## config.mk

```make
export PLATFORM = sky130hd
export DESIGN_NAME = eight_bit_alu_with_flags_top_flat
export DESIGN_NICKNAME = d
export VERILOG_FILES = /design/src/design/alu8f_pkg.sv /design/src/design/alu8f_req_if.sv /design/src/design/alu8f_rsp_if.sv /design/src/design/alu8f_exec.sv /design/src/design/eight_bit_alu_with_flags_top.sv /design/src/flat_wrapper.sv
export SDC_FILE = /design/constraint.sdc
export NUM_CORES = 1
export LEC_CHECK = 0
export ABC_AREA = 1
export ABC_CLOCK_PERIOD_IN_PS = 3100
export BUFFER_PORTS_ARGS = -buffer_cell sky130_fd_sc_hd__clkbuf_2
export CAP_MARGIN = 30
export CORE_MARGIN = 8
export CORE_UTILIZATION = 53
export DETAILED_ROUTE_END_ITERATION = 10
export PLACE_DENSITY = 0.77
export SLEW_MARGIN = 0
export SYNTH_ARGS = -nofsm -noshare
export SYNTH_HDL_FRONTEND = slang
export SYNTH_SLANG_ARGS = --single-unit
export TNS_END_PERCENT = 50
```

## constraint.sdc

```tcl
create_clock -name clk -period 3.1 [get_ports clk]
set_clock_uncertainty 0.15 [all_clocks]
set_input_delay 0.465 -clock clk [delete_from_list [all_inputs] [get_ports clk]]
set_output_delay 0.465 -clock clk [all_outputs]
set_load 0.02 [all_outputs]
```

## src/design/alu8f_pkg.sv

```systemverilog
// Shared types, operation codes and flag bit positions for the 8-bit ALU.
package alu8f_pkg;

	// Operation codes; codes 14 and 15 are unused and pass the request through
	typedef enum logic [3:0] {
		OP_ADD = 4'd0,
		OP_ADC = 4'd1,
		OP_SUB = 4'd2,
		OP_SBC = 4'd3,
		OP_AND = 4'd4,
		OP_XOR = 4'd5,
		OP_OR  = 4'd6,
		OP_CP  = 4'd7,
		OP_INC = 4'd8,
		OP_DEC = 4'd9,
		OP_DAA = 4'd10,
		OP_CPL = 4'd11,
		OP_SCF = 4'd12,
		OP_CCF = 4'd13
	} op_t;

	// Unused operation codes
	localparam logic [3:0] OP_UNUSED_LO = 4'd14;
	localparam logic [3:0] OP_UNUSED_HI = 4'd15;

	// Flag byte bit positions: S Z Y H X PV N C
	localparam int FLAG_S  = 7;
	localparam int FLAG_Z  = 6;
	localparam int FLAG_Y  = 5;
	localparam int FLAG_H  = 4;
	localparam int FLAG_X  = 3;
	localparam int FLAG_PV = 2;
	localparam int FLAG_N  = 1;
	localparam int FLAG_C  = 0;

	// DAA thresholds and correction values
	localparam logic [7:0] DAA_HI_LIMIT = 8'h99;
	localparam logic [3:0] DAA_LO_LIMIT = 4'h9;
	localparam logic [7:0] DAA_CORR_HI  = 8'h60;
	localparam logic [7:0] DAA_CORR_LO  = 8'h06;

	typedef struct packed {
		logic [3:0] operation;
		logic [7:0] acc_in;
		logic [7:0] operand;
		logic [7:0] flags_in;
	} req_t;

	typedef struct packed {
		logic [7:0] result;
		logic [7:0] flags_out;
	} rsp_t;

endpackage

```

## src/design/alu8f_req_if.sv

```systemverilog
// Request channel: operation, accumulator, operand and incoming flags.
interface alu8f_req_if;
	logic       valid;
	logic       ready;
	logic [3:0] operation;
	logic [7:0] acc_in;
	logic [7:0] operand;
	logic [7:0] flags_in;

	modport source (output valid, output operation, output acc_in, output operand,
		output flags_in, input ready);
	modport sink (input valid, input operation, input acc_in, input operand,
		input flags_in, output ready);
endinterface

```

## src/design/alu8f_rsp_if.sv

```systemverilog
// Response channel: destination value and new flags.
interface alu8f_rsp_if;
	logic       valid;
	logic       ready;
	logic [7:0] result;
	logic [7:0] flags_out;

	modport source (output valid, output result, output flags_out, input ready);
	modport sink (input valid, input result, input flags_out, output ready);
endinterface

```

## src/design/alu8f_exec.sv

```systemverilog
// Combinational ALU datapath: shared 8-bit adder, logic unit, DAA and flag assembly.
module alu8f_exec (
	input  alu8f_pkg::req_t req,
	output alu8f_pkg::rsp_t rsp
);

	alu8f_pkg::op_t op;
	logic [7:0] acc;
	logic [7:0] opd;
	logic [7:0] fi;
	logic       cf;

	// adder signals
	logic [7:0] add_a;
	logic [7:0] add_b;
	logic       add_cin;
	logic       is_sub;
	logic [8:0] sum9;
	logic [4:0] lo5;
	logic [7:0] ar;
	logic [7:0] af;

	// logic unit signals
	logic [7:0] lr;
	logic [7:0] lf;

	// decimal adjust signals
	logic       daa_hi;
	logic       daa_lo;
	logic [7:0] corr;
	logic [7:0] dr;
	logic [7:0] df;

	assign op  = alu8f_pkg::op_t'(req.operation);
	assign acc = req.acc_in;
	assign opd = req.operand;
	assign fi  = req.flags_in;
	assign cf  = fi[alu8f_pkg::FLAG_C];

	// Select adder operands; subtraction adds the inverted operand
	always_comb begin
		add_a   = acc;
		add_b   = opd;
		add_cin = 1'b0;
		is_sub  = 1'b0;
		case (op) inside
			alu8f_pkg::OP_ADC: begin
				add_cin = cf;
			end
			alu8f_pkg::OP_SUB, alu8f_pkg::OP_CP: begin
				add_b   = ~opd;
				add_cin = 1'b1;
				is_sub  = 1'b1;
			end
			alu8f_pkg::OP_SBC: begin
				add_b   = ~opd;
				add_cin = ~cf;
				is_sub  = 1'b1;
			end
			alu8f_pkg::OP_INC: begin
				add_a   = opd;
				add_b   = 8'h01;
			end
			alu8f_pkg::OP_DEC: begin
				add_a   = opd;
				add_b   = 8'hFE;
				add_cin = 1'b1;
				is_sub  = 1'b1;
			end
			default: begin
				add_a   = acc;
			end
		endcase
	end

	// Add and derive arithmetic flags; borrows are inverted carries
	always_comb begin
		sum9 = {1'b0, add_a} + {1'b0, add_b} + {8'b0, add_cin};
		lo5  = {1'b0, add_a[3:0]} + {1'b0, add_b[3:0]} + {4'b0, add_cin};
		ar   = sum9[7:0];
		af   = {ar[7], (ar == 8'h00), ar[5], lo5[4] ^ is_sub, ar[3],
			(add_a[7] ^ ar[7]) & (add_b[7] ^ ar[7]), is_sub, sum9[8] ^ is_sub};
	end

	// Logic unit; H set only for and
	always_comb begin
		case (op) inside
			alu8f_pkg::OP_AND: lr = acc & opd;
			alu8f_pkg::OP_XOR: lr = acc ^ opd;
			default:           lr = acc | opd;
		endcase
		lf = {lr[7], (lr == 8'h00), lr[5], (op == alu8f_pkg::OP_AND), lr[3], ~^lr,
			1'b0, 1'b0};
	end

	// Decimal adjust: correction added or subtracted by N
	always_comb begin
		daa_hi = (acc > alu8f_pkg::DAA_HI_LIMIT) || cf;
		daa_lo = (acc[3:0] > alu8f_pkg::DAA_LO_LIMIT) || fi[alu8f_pkg::FLAG_H];
		corr   = (daa_hi ? alu8f_pkg::DAA_CORR_HI : 8'h00)
			| (daa_lo ? alu8f_pkg::DAA_CORR_LO : 8'h00);
		dr     = fi[alu8f_pkg::FLAG_N] ? (acc - corr) : (acc + corr);
		df     = {dr[7], (dr == 8'h00), dr[5], acc[4] ^ dr[4], dr[3], ~^dr,
			fi[alu8f_pkg::FLAG_N], daa_hi};
	end

	// Pick destination value and flags per operation
	always_comb begin
		unique case (op)
			alu8f_pkg::OP_ADD, alu8f_pkg::OP_ADC,
			alu8f_pkg::OP_SUB, alu8f_pkg::OP_SBC: begin
				rsp.result    = ar;
				rsp.flags_out = af;
			end
			alu8f_pkg::OP_AND, alu8f_pkg::OP_XOR, alu8f_pkg::OP_OR: begin
				rsp.result    = lr;
				rsp.flags_out = lf;
			end
			alu8f_pkg::OP_CP: begin
				rsp.result    = acc;
				rsp.flags_out = {af[7:6], opd[5], af[4], opd[3], af[2:0]};
			end
			alu8f_pkg::OP_INC, alu8f_pkg::OP_DEC: begin
				rsp.result    = ar;
				rsp.flags_out = {af[7:1], cf};
			end
			alu8f_pkg::OP_DAA: begin
				rsp.result    = dr;
				rsp.flags_out = df;
			end
			alu8f_pkg::OP_CPL: begin
				rsp.result    = ~acc;
				rsp.flags_out = {fi[7:6], ~acc[5], 1'b1, ~acc[3], fi[2], 1'b1, cf};
			end
			alu8f_pkg::OP_SCF: begin
				rsp.result    = acc;
				rsp.flags_out = {fi[7:6], acc[5], 1'b0, acc[3], fi[2], 1'b0, 1'b1};
			end
			alu8f_pkg::OP_CCF: begin
				rsp.result    = acc;
				rsp.flags_out = {fi[7:6], acc[5], cf, acc[3], fi[2], 1'b0, ~cf};
			end
			default: begin
				rsp.result    = acc;
				rsp.flags_out = fi;
			end
		endcase
	end

endmodule

```

## src/design/eight_bit_alu_with_flags_top.sv

```systemverilog
// Top level of the 8-bit ALU: input register, datapath and result register.
//
//  channel | dir | payload                                  | handshake
//  req     | in  | operation, acc_in, operand, flags_in      | valid/ready
//  rsp     | out | result, flags_out                        | valid/ready
//
// Each request passes through the input register and then the result
// register; one request is accepted per cycle unless a full pipe is stalled by rsp.
// The datapath between the two registers is one 8-bit add plus flag logic.
// Reset clears both valid bits; payload registers are not reset.
// A stalled response holds the result register; the input register still
// advances into it as soon as it drains, so a full pipe stalls req.
module eight_bit_alu_with_flags_top (
	input  logic              clk,
	input  logic              arst_n,
	alu8f_req_if.sink         req,
	alu8f_rsp_if.source       rsp
);

	logic              valid_s1;
	alu8f_pkg::req_t   req_s1;
	logic              valid_s2;
	alu8f_pkg::rsp_t   rsp_s2;
	alu8f_pkg::rsp_t   exec_rsp;
	logic              adv_s2;
	logic              adv_s1;

	// Advance a stage when it is empty or its downstream moves
	assign adv_s2    = !valid_s2 || rsp.ready;
	assign adv_s1    = !valid_s1 || adv_s2;
	assign req.ready = adv_s1;

	// Capture the request
	always_ff @(posedge clk or negedge arst_n) begin
		if (!arst_n) begin
			valid_s1 <= 1'b0;
		end else if (adv_s1) begin
			valid_s1 <= req.valid;
		end
	end

	always_ff @(posedge clk) begin
		if (adv_s1 && req.valid) begin
			req_s1 <= '{operation: req.operation, acc_in: req.acc_in,
				operand: req.operand, flags_in: req.flags_in};
		end
	end

	alu8f_exec u_exec (
		.req (req_s1),
		.rsp (exec_rsp)
	);

	// Hold the result until the sink takes it
	always_ff @(posedge clk or negedge arst_n) begin
		if (!arst_n) begin
			valid_s2 <= 1'b0;
		end else if (adv_s2) begin
			valid_s2 <= valid_s1;
		end
	end

	always_ff @(posedge clk) begin
		if (adv_s2 && valid_s1) begin
			rsp_s2 <= exec_rsp;
		end
	end

	assign rsp.valid     = valid_s2;
	assign rsp.result    = rsp_s2.result;
	assign rsp.flags_out = rsp_s2.flags_out;

	// An accepted request lands in the input register
	a_capture: assert property (@(posedge clk) disable iff (!arst_n)
		req.valid && req.ready |=> valid_s1)
		else $error("accepted request not captured");

	// A computed result is presented on the next cycle
	a_advance: assert property (@(posedge clk) disable iff (!arst_n)
		valid_s1 && adv_s2 |=> rsp.valid)
		else $error("result lost between stages");

	// An empty result register never backpressures the request side
	a_no_stall: assert property (@(posedge clk) disable iff (!arst_n)
		!rsp.valid |-> req.ready)
		else $error("request stalled with empty output");

	// An unused code passes the accumulator and flags through
	a_unused: assert property (@(posedge clk) disable iff (!arst_n)
		valid_s1 && adv_s2 && (req_s1.operation == alu8f_pkg::OP_UNUSED_LO ||
			req_s1.operation == alu8f_pkg::OP_UNUSED_HI)
		|=> rsp.result == $past(req_s1.acc_in) && rsp.flags_out == $past(req_s1.flags_in))
		else $error("unused operation altered state");

endmodule

```

## src/flat_wrapper.sv

```systemverilog
// flat-port wrapper written by rule: the top's interface ports become plain ports
module eight_bit_alu_with_flags_top_flat 
  (clk, arst_n, req_valid, req_operation, req_acc_in, req_operand, req_flags_in, req_ready, rsp_valid, rsp_result, rsp_flags_out, rsp_ready);
  alu8f_req_if req_i ();
  alu8f_rsp_if rsp_i ();
  input  logic clk;
  input  logic arst_n;
  input wire logic [$bits(req_i.valid)-1:0] req_valid;
  input wire logic [$bits(req_i.operation)-1:0] req_operation;
  input wire logic [$bits(req_i.acc_in)-1:0] req_acc_in;
  input wire logic [$bits(req_i.operand)-1:0] req_operand;
  input wire logic [$bits(req_i.flags_in)-1:0] req_flags_in;
  output wire logic [$bits(req_i.ready)-1:0] req_ready;
  output wire logic [$bits(rsp_i.valid)-1:0] rsp_valid;
  output wire logic [$bits(rsp_i.result)-1:0] rsp_result;
  output wire logic [$bits(rsp_i.flags_out)-1:0] rsp_flags_out;
  input wire logic [$bits(rsp_i.ready)-1:0] rsp_ready;
  assign req_i.valid = req_valid;
  assign req_i.operation = req_operation;
  assign req_i.acc_in = req_acc_in;
  assign req_i.operand = req_operand;
  assign req_i.flags_in = req_flags_in;
  assign req_ready = req_i.ready;
  assign rsp_valid = rsp_i.valid;
  assign rsp_result = rsp_i.result;
  assign rsp_flags_out = rsp_i.flags_out;
  assign rsp_i.ready = rsp_ready;
  eight_bit_alu_with_flags_top u_core (.clk(clk), .arst_n(arst_n), .req(req_i), .rsp(rsp_i));
endmodule
```

Word level (Yosys, flattened, before mapping)
Index checks and enable logic that the tools add are counted.
- add/sub/neg operators: 6
- order comparisons: 2
- equal/unequal tests: 13
- muxes and demuxes: 24
- bitwise logic cells: 15
- reduce and logical (&&, ||, !) cells: 18
- operator list (cell ; count):
    16-bit one-hot mux with 8 select lines ; 1
    8-bit 2-to-1 mux ; 13
    4-bit equality test, second input constant ; 6
    8-bit logical NOT ; 3
    4-bit by 3-bit equality test with 1-bit output, second input constant ; 4
    8-bit inverter ; 2
    8-bit XNOR reduction ; 2
    8-bit by 8-bit adder with 9-bit output ; 1
    9-bit by 1-bit adder with 9-bit output ; 1
    8-bit by 7-bit adder with 8-bit output ; 1
    8-bit AND ; 1
    4-bit by 2-bit equality test with 1-bit output, second input constant ; 2
    8-bit greater-than comparator, second input constant ; 1
    1-bit 2-to-1 mux ; 8
    8-bit bitwise OR ; 1
    8-bit by 7-bit subtractor with 8-bit output ; 1
    8-bit XOR ; 1
    7-bit 2-to-1 mux ; 1
    7-bit by 3-bit bitwise OR with 7-bit output ; 1
    4-bit by 4-bit adder with 5-bit output ; 1
    5-bit by 1-bit adder with 5-bit output ; 1
    1-bit XOR ; 5
    4-bit by 1-bit equality test with 1-bit output, second input constant ; 1
    4-bit greater-than comparator, second input constant ; 1
    other kinds (10) ; 18
- bits in registers: 46
- input port bits: 32
- output and inout bits: 18
- word-level logic and storage cells: 86

Logic depth before layout (Yosys ltp)
Gate-level depths: netlist of the first run.
- depth in word-level cells: 11
- gate-level depth with buffers: 20
- depth with buffers taken out: 20

Cells and area by module
A second synthesis of the first run with hierarchy kept.
- cell total of the unflattened synthesis: 468
- area total of the unflattened synthesis: 3742.3 sq um
- modules (own cells, without submodules) (module ; instances ; cells an instance ; area each (sq um) ; seq. area each (sq um)):
    alu8f_exec ; 1 ; 412 ; 2326.0 ; 0.0
    eight_bit_alu_with_flags_top ; 1 ; 56 ; 1416.4 ; 1371.3

Worst setup path before layout of the first run
No wires, ideal clock.
- path kind: register to register
- from: reg u_core.req_s1[18] (netlist bit)
- to: reg u_core.rsp_s2, in the netlist u_core.rsp.flags_out[2], data pin
- arrival time: 2.954 ns
- setup slack: -0.260 ns
- stages on the path, launching flop included: 19
- path buffers: 0
- clock period less this slack: 3.360 ns
- cells stage by stage: edfxtp_1 > o21ai_0 > o211ai_1 > a21oi_1 > ha_1 > nand2_1 > nand2_1 > ha_1 > nand2_1 > or2_2 > nand4_1 > nand2_1 > ha_1 > xor2_1 > nand2_1 > nand2_1 > o21ai_0 > nor2_1 > a21oi_1
- RTL lines (item ; RTL line ; text):
    start, declared ; eight_bit_alu_with_flags_top.sv:21 ; alu8f_pkg::req_t req_s1;
    start signal, assigned ; eight_bit_alu_with_flags_top.sv:44 ; req_s1 <= '{operation: req.operation, acc_in: req.acc_in,
    end signal, assigned ; eight_bit_alu_with_flags_top.sv:65 ; rsp_s2 <= exec_rsp;
    end, declared ; eight_bit_alu_with_flags_top.sv:23 ; alu8f_pkg::rsp_t rsp_s2;

==> results of run 1 <==
worst paths after layout:
check / slack (ns) / start / to / cells after the start
worst max-delay path: -0.18 / u_core.req_s1[18]$_DFFE_PP_ / u_core.rsp.flags_out[2]$_DFFE_PP_ / 18
worst min-delay path: 0.17 / req_operand[7] / u_core.req_s1[15]$_DFFE_PP_ / 1
worst max register to register: -0.18 / u_core.req_s1[18]$_DFFE_PP_ / u_core.rsp.flags_out[2]$_DFFE_PP_ / 18
worst min register to register: 0.34 / u_core.valid_s1$_DFFE_PN0N_ / u_core.rsp.valid$_DFFE_PN0P_ / 2
max in group asynchronous: 2.39 / arst_n / u_core.rsp.valid$_DFFE_PN0P_ / 2
min in group asynchronous: 0.32 / arst_n / u_core.valid_s1$_DFFE_PN0N_ / 2
worst max-delay path: cells and delay by family (launching register included):
family / cells / cell delay, ns
AND/OR/NAND/NOR: 9 / 0.84
AO/OA/AOI/OAI: 5 / 0.63
XOR/XNOR: 1 / 0.14
adder cells (fa/ha/maj): 3 / 0.83
flip-flops: 1 / 0.44
report_power, final:
group / switching, mW / leakage, nW / internal, mW / total [mW]
registers: 0.0379 / 0.447 / 0.770 / 0.808
logic: 0.649 / 2.06 / 0.465 / 1.11
clock network: 0.223 / 0.0467 / 0.167 / 0.390
cells by family after synthesis:
| kind of cell | synth area share [%] |
|---|---|
| adders and majority gates | 14.2 |
| buffers and inverters | 8.11 |
| AOI/OAI and AO/OA | 12.2 |
| xor gates and xnor gates | 1.39 |
| DFF | 36.1 |
| and+or+nand+nor | 27.9 |
flip-flops by register name (all words and copies together) (netlist names):
| register | cells |
|---|---|
| u_core.rsp.flags_out | 8 |
| u_core.rsp.result | 8 |
| u_core.req_s1 | 28 |
| u_core.valid_s1 | 1 |
| u_core.rsp.valid | 1 |
final cells by class:
class	instances	area (um2)
inverters	78	293
clock buffers	5	68.8
repair buffers	122	807
multi-input cells	370	2380
fillers	571	2020
well taps	99	124
clock inverters	3	27.5
flip-flops and latches	46	1370
layout by cell type, fill, tap and decap left out, types with 2 or more instances in the layout:
master / Yosys / layout
fa_2: 0 / 2
nand3_1: 40 / 34
ha_1: 40 / 35
a21oi_1: 22 / 14
or2_0: 2 / 2
o22ai_1: 4 / 3
nor2_4: 1 / 5
nor2_1: 33 / 28
xor2_1: 4 / 3
o21ai_2: 0 / 7
dfrtp_1: 2 / 2
o211ai_1: 9 / 9
nand2_2: 2 / 14
nand4_1: 9 / 9
buf_6: 1 / 3
clkbuf_8: 0 / 5
edfxtp_1: 44 / 44
nand2_4: 0 / 2
o221ai_1: 3 / 3
clkbuf_2: 0 / 49
inv_2: 8 / 12
ha_4: 0 / 4
nand2_1: 137 / 123
nand3_2: 2 / 5
or2_4: 0 / 2
o21ai_0: 34 / 24
nand3_4: 0 / 3
nand3b_1: 5 / 5
a21oi_2: 0 / 8
buf_4: 0 / 69
nor2_2: 4 / 5
or2_2: 6 / 4
xnor2_1: 2 / 2
o21a_1: 2 / 2
o21ai_1: 1 / 4
inv_1: 70 / 66
per-layer routing:
metal  routed length (um)  track usage [%]
met1                 4930             29.0
met2                 5470             36.8
met3                 1090             5.04
met4                  437             9.07
met5                    0                0
repair_timing:
action / 4_1_cts / 5_1_grt
resized for setup: 11 / 60
hold endpoints to repair: 2 / 0
setup buffers: 4 / 19
pin swaps: 4 / 36
hold buffers: 1 / 0
setup endpoints to repair: 7 / 10
==> flow_summary.toml, run 1 <==
[placement]
io_buffer_count = 49
place_inst = 691
place.gp.congestion = 0.988
placed_area_mm2 = 0.00454
pre_cts_slack_ns = -0.232
dp_hpwl_mm = 9.41

[synth]
ys_ff_latch = 46
synthCells = 496
yosys-top-cells-area = "edfxtp_1 (35%), nand2_1 (14%), ha_1 (13%)"
synth_top_area_share_pct = 34.8
synthTopCellsByCount = "nand2_1 (137), inv_1 (70), edfxtp_1 (44), ha_1 (40), nand3_1 (40)"
synth_fp_nets = 570
yosysSeqAreaShare_pct = 36.1
synth_edf_count = 44
ys_async_sr_fraction_pct = 4.35
yosysWarnings = 0
synth_ff_type = "edfxtp_1"
netlist-cell-type-count = 33
synth.avg_cell_area_um2 = 7.65
yosysMostFrequentCell = "nand2_1"
yosysTopAreaCell = "edfxtp_1"
netlist_area_mm2 = 0.00379

[clock_network]
clockBufferDepth = 2
numCtsBuffers = 5
cts.clk_slew.worst_paths_ns = 0.10
cts_tree = "yes"
htree_levels = 2
clock-root-buffer = "clkbuf_8"
clock-sinks = 46
clk_latency_ns = 0.31

[timing]
finalSetupTns_ns = -0.225
whs_ns = 0.175
max_freq_mhz = 305
rsz0062_at_grt = "true"
max-slew-margin-rel_pct = 64.6
post-route-period-util_pct = 106
finalCriticalPeriod_ns = 3.28
slew_viol_final = 0
setup_viol = 2
fin_ws_ns = -0.183
hold_viol = 0
tightest_slew_ns = 0.530

[routing]
vias_per_cell = 5.53
drt-pass1-iter-count = 5
drt-initial-drc-count = 430
drcViolationCount = 0
antenna_left = 0
finalWirelength_mm = 11.9
vias = 3999
wl_per_cell_um = 16.5

[cells_and_area]
n_antenna_cell = 0
drive_gt1_share_pct = 33.3
area_growth_pct = 33.8
layoutNonFillerInstCount = 723
fin_area_mm2 = 0.00507
fin_util_pct = 71.5
fin_nets = 697

[setup_path]
cpPeakStageDelay_ns = 0.44
critPathMaxFanout = 5
critPathCaptureType = "register"
crit_top_cell = "nand2_1"
startpoint_type = "register"
path_class = "register to register"
worstPathCellList = "o21ai_2 > o211ai_1 > a21oi_2 > ha_1 > nand2_1 > nand2_2 > ha_4 > nand2_4 > or2_4 > nand4_1 > nand2_2 > ha_4 > xor2_2 > nand2_1 > nand2_1 > o21ai_2 > nor2_1 > a21oi_1"
crit_arrival_ns = 3.20
required_ns = 3.02
slowest_stage = "edfxtp_1"

[pwr]
finalPower_mw = 2.31
peakVddDrop_uv = 307
powerDensity_mw_per_mm2 = 456
power_leakage_nw = 2.56

[die]
die_w_um = 101
placementRows = 31
start_util_pct = 53.4
coreArea_mm2 = 0.00710
die_h_um = 101
die_area_mm2 = 0.0101
io_pins = 50

[grt]
grt_start_max_net_pins = 29
grt_pass1_wl_mm = 17.7
grt_overflow = 0
track_usage_pct = 22.9
grt_pass1_vias = 3539
antenna_found_initial = 0

[outcome]
violations = "negative setup slack"
status = "finished with violations"

[job]
drv_cap = 0

[min_path]
hold_path.class = "primary input to register"
(Power assumes the default switching activity.)
==> inputs of run 2 (changes only) <==
--- a/config.mk
+++ b/config.mk
@@ -9,6 +9,7 @@
 export ABC_CLOCK_PERIOD_IN_PS = 3100
 export BUFFER_PORTS_ARGS = -buffer_cell sky130_fd_sc_hd__clkbuf_2
 export CAP_MARGIN = 30
+export CORE_ASPECT_RATIO = 1.5
 export CORE_MARGIN = 8
 export CORE_UTILIZATION = 53
 export DETAILED_ROUTE_END_ITERATION = 10
==> flow_summary.toml, run 2 (synthesis gave the netlist of run 1 again) <==
[clock_network]
clockBufferDepth = 2
cts.clk_slew.worst_paths_ns = 0.08
numCtsBuffers = 5
htree_levels = 2
clk_latency_ns = 0.31
cts_tree = "yes"
clock-sinks = 46
clock-root-buffer = "clkbuf_8"

[grt]
grt_util_met3_pct = 3.56
antenna_found_initial = 0
grt_pass1_wl_mm = 18.9
grt-busiest-layer = "met2"
met2_usage_pct = 42.1
grt_overflow = 0
track_usage_pct = 23.6
grt_pass1_vias = 4052
use_met1_pct = 24.1
grt_start_max_net_pins = 29

[routing]
antenna_left = 0
drt-initial-drc-count = 332
vias = 3929
drt-pass1-iter-count = 5
drcViolationCount = 0
vias_per_cell = 5.61
finalWirelength_mm = 11.9
wl_per_cell_um = 17.0

[cells_and_area]
area_growth_pct = 30.1
fin_nets = 693
drive_gt1_share_pct = 29.4
largest_reg_flops = 28
layout_common_cells = "nand2_1 (128), inv_1 (66), buf_4 (64), clkbuf_2 (49), edfxtp_1 (44)"
fill_cells = 551
n_antenna_cell = 0
top_register = "u_core.req_s1"
fin_util_pct = 69.7
final_common_cell = "nand2_1"

[die]
die_w_um = 85.1
die_area_mm2 = 0.0102
start_util_pct = 53.5
io_pins = 50
placementRows = 38
coreArea_mm2 = 0.00708
die_h_um = 120

[setup_path]
critPathMaxFanout = 2
path_class = "register to register"
critPathCaptureType = "register"
crit_arrival_ns = 3.20
crit_top_cell = "buf_4"
slowest_stage = "edfxtp_1"
worstPathCellList = "o21ai_2 > o211ai_1 > buf_4 > buf_4 > buf_4 > buf_4 > buf_4 > buf_4 > buf_4 > buf_4 > buf_4 > buf_4 > buf_4 > buf_4 > buf_4 > buf_4 > buf_4 > nand3_2 > nand2_2 > inv_2 > a21oi_2"
required_ns = 3.03
cpPeakStageDelay_ns = 0.41
startpoint_type = "register"

[pwr]
power_leakage_nw = 2.53
powerDensity_mw_per_mm2 = 463
peakVddDrop_uv = 339

[timing]
slew_viol_final = 0
hold_viol = 0
max-slew-margin-rel_pct = 62.6
rsz0062_at_grt = "true"
tightest_slew_ns = 0.561
finalCriticalPeriod_ns = 3.28
max_freq_mhz = 305
fin_ws_ns = -0.178
setup_viol = 2
post-route-period-util_pct = 106
finalSetupTns_ns = -0.355

[placement]
io_buffer_count = 49
dp_hpwl_mm = 9.32
place.gp.congestion = 1.06

[outcome]
violations = "negative setup slack"
status = "finished with violations"

[min_path]
hold_path.class = "primary input to register"

[job]
drv_cap = 0
-- run 2: cell types whose count changed in the layout (fill, tap and decap cells not counted), sizes merged --
cell      change
buf           -4
bufinv        +1
inv           -2
clkinvlp      -1
clkinv        +2
-- run 2: cell type report --
class / count / area [um2] / share of cell area (%)
inverters: 78 / 295 / 5.98
well taps: 80 / 100 / 2.03
flip-flops and latches: 46 / 1370 / 27.8
repair buffers: 118 / 781 / 15.8
clock inverters: 3 / 40.0 / 0.811
clock buffers: 5 / 68.8 / 1.39
multi-input cells: 370 / 2280 / 46.2
-- run 2: critical path, delay by kind of cell (launching register included) --
family | cells | cell delay [ns]
AO/OA/AOI/OAI | 3 | 0.43
buffers and inverters | 16 | 1.91
flip-flops | 1 | 0.41
AND/OR/NAND/NOR | 2 | 0.12
-- run 2: metal layers --
metal,routed length [um],up-vias
li1,-,1910
met1,4430,1791
met2,6050,166
met3,608,62
met4,825,0
met5,0,-
-- run 2: final timing paths --
kind / from / end / slack, ns / cells after the start
max reg2reg: u_core.req_s1[17]$_DFFE_PP_ / u_core.rsp.flags_out[0]$_DFFE_PP_ / -0.18 / 21
min reg2reg: u_core.valid_s1$_DFFE_PN0N_ / u_core.rsp.valid$_DFFE_PN0P_ / 0.34 / 2
min: req_operand[0] / u_core.req_s1[8]$_DFFE_PP_ / 0.17 / 1
min in group asynchronous: arst_n / u_core.valid_s1$_DFFE_PN0N_ / 0.31 / 2
max: u_core.req_s1[17]$_DFFE_PP_ / u_core.rsp.flags_out[0]$_DFFE_PP_ / -0.18 / 21
max in group asynchronous: arst_n / u_core.rsp.valid$_DFFE_PN0P_ / 2.39 / 2
-- run 2: where the power goes --
part           internal, mW  switching [mW]
sequential            0.770          0.0365
clock                 0.237           0.202
combinational         0.419           0.622
-- run 2: repair_timing --
action	4_1_cts	5_1_grt
gates resized for setup	6	35
cloned	0	0
hold buffers	1	0
pin swaps	7	16
setup buffers	17	5
endpoints found under the hold margin	2	0
setup endpoints to repair	5	9
-- run 2: per-stage QoR --
step | hold WS, ns | worst slack, ns | total power [mW] | cell area, um2 | instances
floorplan | 0.0194 | -0.0325 | 1.42 | 3820 | 496
global placement | 0.101 | -0.111 | 1.71 | 4490 | 669
detailed placement | 0.103 | -0.214 | 1.74 | 4490 | 669
CTS | 0.168 | -0.126 | 2.21 | 4760 | 695
global route | 0.164 | -0.391 | 2.42 | 4930 | 700
finish | 0.169 | -0.178 | 2.29 | 4930 | 700
==> inputs of run 3 (changes only) <==
--- a/config.mk
+++ b/config.mk
@@ -7,7 +7,7 @@
 export LEC_CHECK = 0
 export ABC_AREA = 1
 export ABC_CLOCK_PERIOD_IN_PS = 3100
-export BUFFER_PORTS_ARGS = -buffer_cell sky130_fd_sc_hd__clkbuf_2
+export BUFFER_PORTS_ARGS = -buffer_cell sky130_fd_sc_hd__buf_4
 export CAP_MARGIN = 30
 export CORE_ASPECT_RATIO = 1.5
 export CORE_MARGIN = 8
==> flow_summary.toml, run 3 (synthesis gave the netlist of run 1 again) <==
[timing]
max_freq_mhz = 300
finalSetupTns_ns = -0.230
max-slew-margin-rel_pct = 71.3
post-route-period-util_pct = 107
fin_ws_ns = -0.230
tightest_slew_ns = 0.425
rsz0062_at_grt = "true"
finalCriticalPeriod_ns = 3.33
slew_viol_final = 0
hold_viol = 0
setup_viol = 1

[routing]
wl_per_cell_um = 18.5
antenna_left = 0
drcViolationCount = 0
vias = 3939
finalWirelength_mm = 12.9
vias_per_cell = 5.66
drt-initial-drc-count = 328
drt-pass1-iter-count = 5

[placement]
place_inst = 667
placed_area_mm2 = 0.00460
dp_hpwl_mm = 10.1
io_buffer_count = 49
place.gp.congestion = 1.03

[cells_and_area]
layout_common_cells = "nand2_1 (125), buf_4 (110), inv_1 (66), edfxtp_1 (44), nand3_1 (37)"
final_common_cell = "nand2_1"
top_register = "u_core.req_s1"
largest_reg_flops = 28
fin_nets = 689
fin_area_mm2 = 0.00509
layoutNonFillerInstCount = 696
n_antenna_cell = 0
area_growth_pct = 34.3
drive_gt1_share_pct = 30.4

[setup_path]
ff2ff_setup_slack_ns = -0.23
path_class = "register to register"
r2r-end = "u_core.rsp.flags_out[2]$_DFFE_PP_"
r2r_start = "u_core.req_s1[17]$_DFFE_PP_"
crit_arrival_ns = 3.26
required_ns = 3.03
rr_worst_depth = 19
startpoint_type = "register"
critPathMaxFanout = 3
critPathCaptureType = "register"

[die]
die_area_mm2 = 0.0102
die_h_um = 120
start_util_pct = 53.5
coreArea_mm2 = 0.00708
die_w_um = 85.1
placementRows = 38
io_pins = 50

[grt]
antenna_found_initial = 0
grt_pass1_wl_mm = 19.5
grt_pass1_vias = 3926
track_usage_pct = 25.1
grt_overflow = 0
grt_start_max_net_pins = 29

[min_path]
holdPathStages = 1
hold_start = "req_operation[2]"
hold_path.class = "primary input to register"
holdPathEnd = "u_core.req_s1[26]$_DFFE_PP_"

[clock_network]
numCtsBuffers = 5
clockBufferDepth = 2
clk_latency_ns = 0.32
cts_tree = "yes"
cts.clk_slew.worst_paths_ns = 0.09
htree_levels = 2
clock-root-buffer = "clkbuf_8"
clock-sinks = 46

[pwr]
power_leakage_nw = 2.55
powerDensity_mw_per_mm2 = 475
peakVddDrop_uv = 394

[outcome]
status = "finished with violations"
violations = "negative setup slack"

[job]
drv_cap = 0
run 3: critical path: stages, from the launching register on:
cell and delay, ns:
edfxtp_1 0.42, o21ai_2 0.18, buf_4 0.12, nand2_1 0.06, buf_4 0.15, nand2_1 0.06, ha_1 0.24, nand2_1 0.07
inv_1 0.05, o21ai_0 0.18, nand3_1 0.18, or2_2 0.33, nand2_1 0.08, ha_1 0.27, xor2_2 0.19, nand2_1 0.08
nand2_1 0.07, o21ai_1 0.06, nor2_1 0.09, a21oi_1 0.07
run 3: stage by stage:
| stage | power [mW] | utilization [%] | setup WS [ns] | hold WS [ns] |
|---|---|---|---|---|
| floorplan | 1.42 | - | -0.0325 | 0.0194 |
| global placement | 1.75 | 64.9 | -0.0479 | 0.0974 |
| detailed placement | 1.79 | 64.9 | -0.204 | 0.101 |
| CTS | 2.28 | 68.2 | -0.109 | 0.167 |
| global route | 2.54 | 71.9 | -0.367 | 0.158 |
| finish | 2.42 | 71.9 | -0.230 | 0.165 |
run 3: how the worst max path moves through the flow:
| stage | end | cells past startpoint | start | slack [ns] |
|---|---|---|---|---|
| after floorplan | u_core.rsp.flags_out[2]$_DFFE_PP_ | 18 | u_core.req_s1[18]$_DFFE_PP_ | -0.03 |
| after global placement | u_core.rsp.flags_out[6]$_DFFE_PP_ | 19 | u_core.req_s1[24]$_DFFE_PP_ | -0.05 |
| after detailed placement | u_core.rsp.flags_out[2]$_DFFE_PP_ | 18 | u_core.req_s1[17]$_DFFE_PP_ | -0.20 |
| after CTS | u_core.rsp.flags_out[2]$_DFFE_PP_ | 18 | u_core.req_s1[18]$_DFFE_PP_ | -0.11 |
| after global routing | u_core.rsp.flags_out[2]$_DFFE_PP_ | 21 | u_core.req_s1[17]$_DFFE_PP_ | -0.37 |
| final | u_core.rsp.flags_out[2]$_DFFE_PP_ | 19 | u_core.req_s1[17]$_DFFE_PP_ | -0.23 |
run 3: repair_timing:
item | in CTS | in global routing
resized for setup | 10 | 49
endpoints found under the setup margin | 6 | 14
hold buffers | 1 | 0
endpoints found under the hold margin | 2 | 0
pin swaps | 9 | 28
setup buffers | 7 | 13
run 3: where the power goes:
| part | internal (mW) | total [mW] | switching (mW) |
|---|---|---|---|
| logic | 0.474 | 1.14 | 0.663 |
| clock network | 0.246 | 0.472 | 0.226 |
| registers | 0.770 | 0.809 | 0.0389 |
| total | 1.49 | 2.42 | 0.928 |
run 3: per-layer routing:
metal	vias to the layer above	part of all wire, %	GRT usage, %
met5	-	0	0
met4	0	6.2	19.1
met3	54	4.8	4.59
met2	147	52	44.5
met1	1834	37	25.4
li1	1904	-	-
run 3: layout make-up:
| type | count | area, um2 |
|---|---|---|
| multi-input combinational | 370 | 2340 |
| fill | 583 | 1990 |
| sequential | 46 | 1370 |
| timing repair buffer | 114 | 870 |
| inverter | 78 | 298 |
| tap | 80 | 100 |
| clock buffer | 5 | 68.8 |
| clock inverter | 3 | 48.8 |
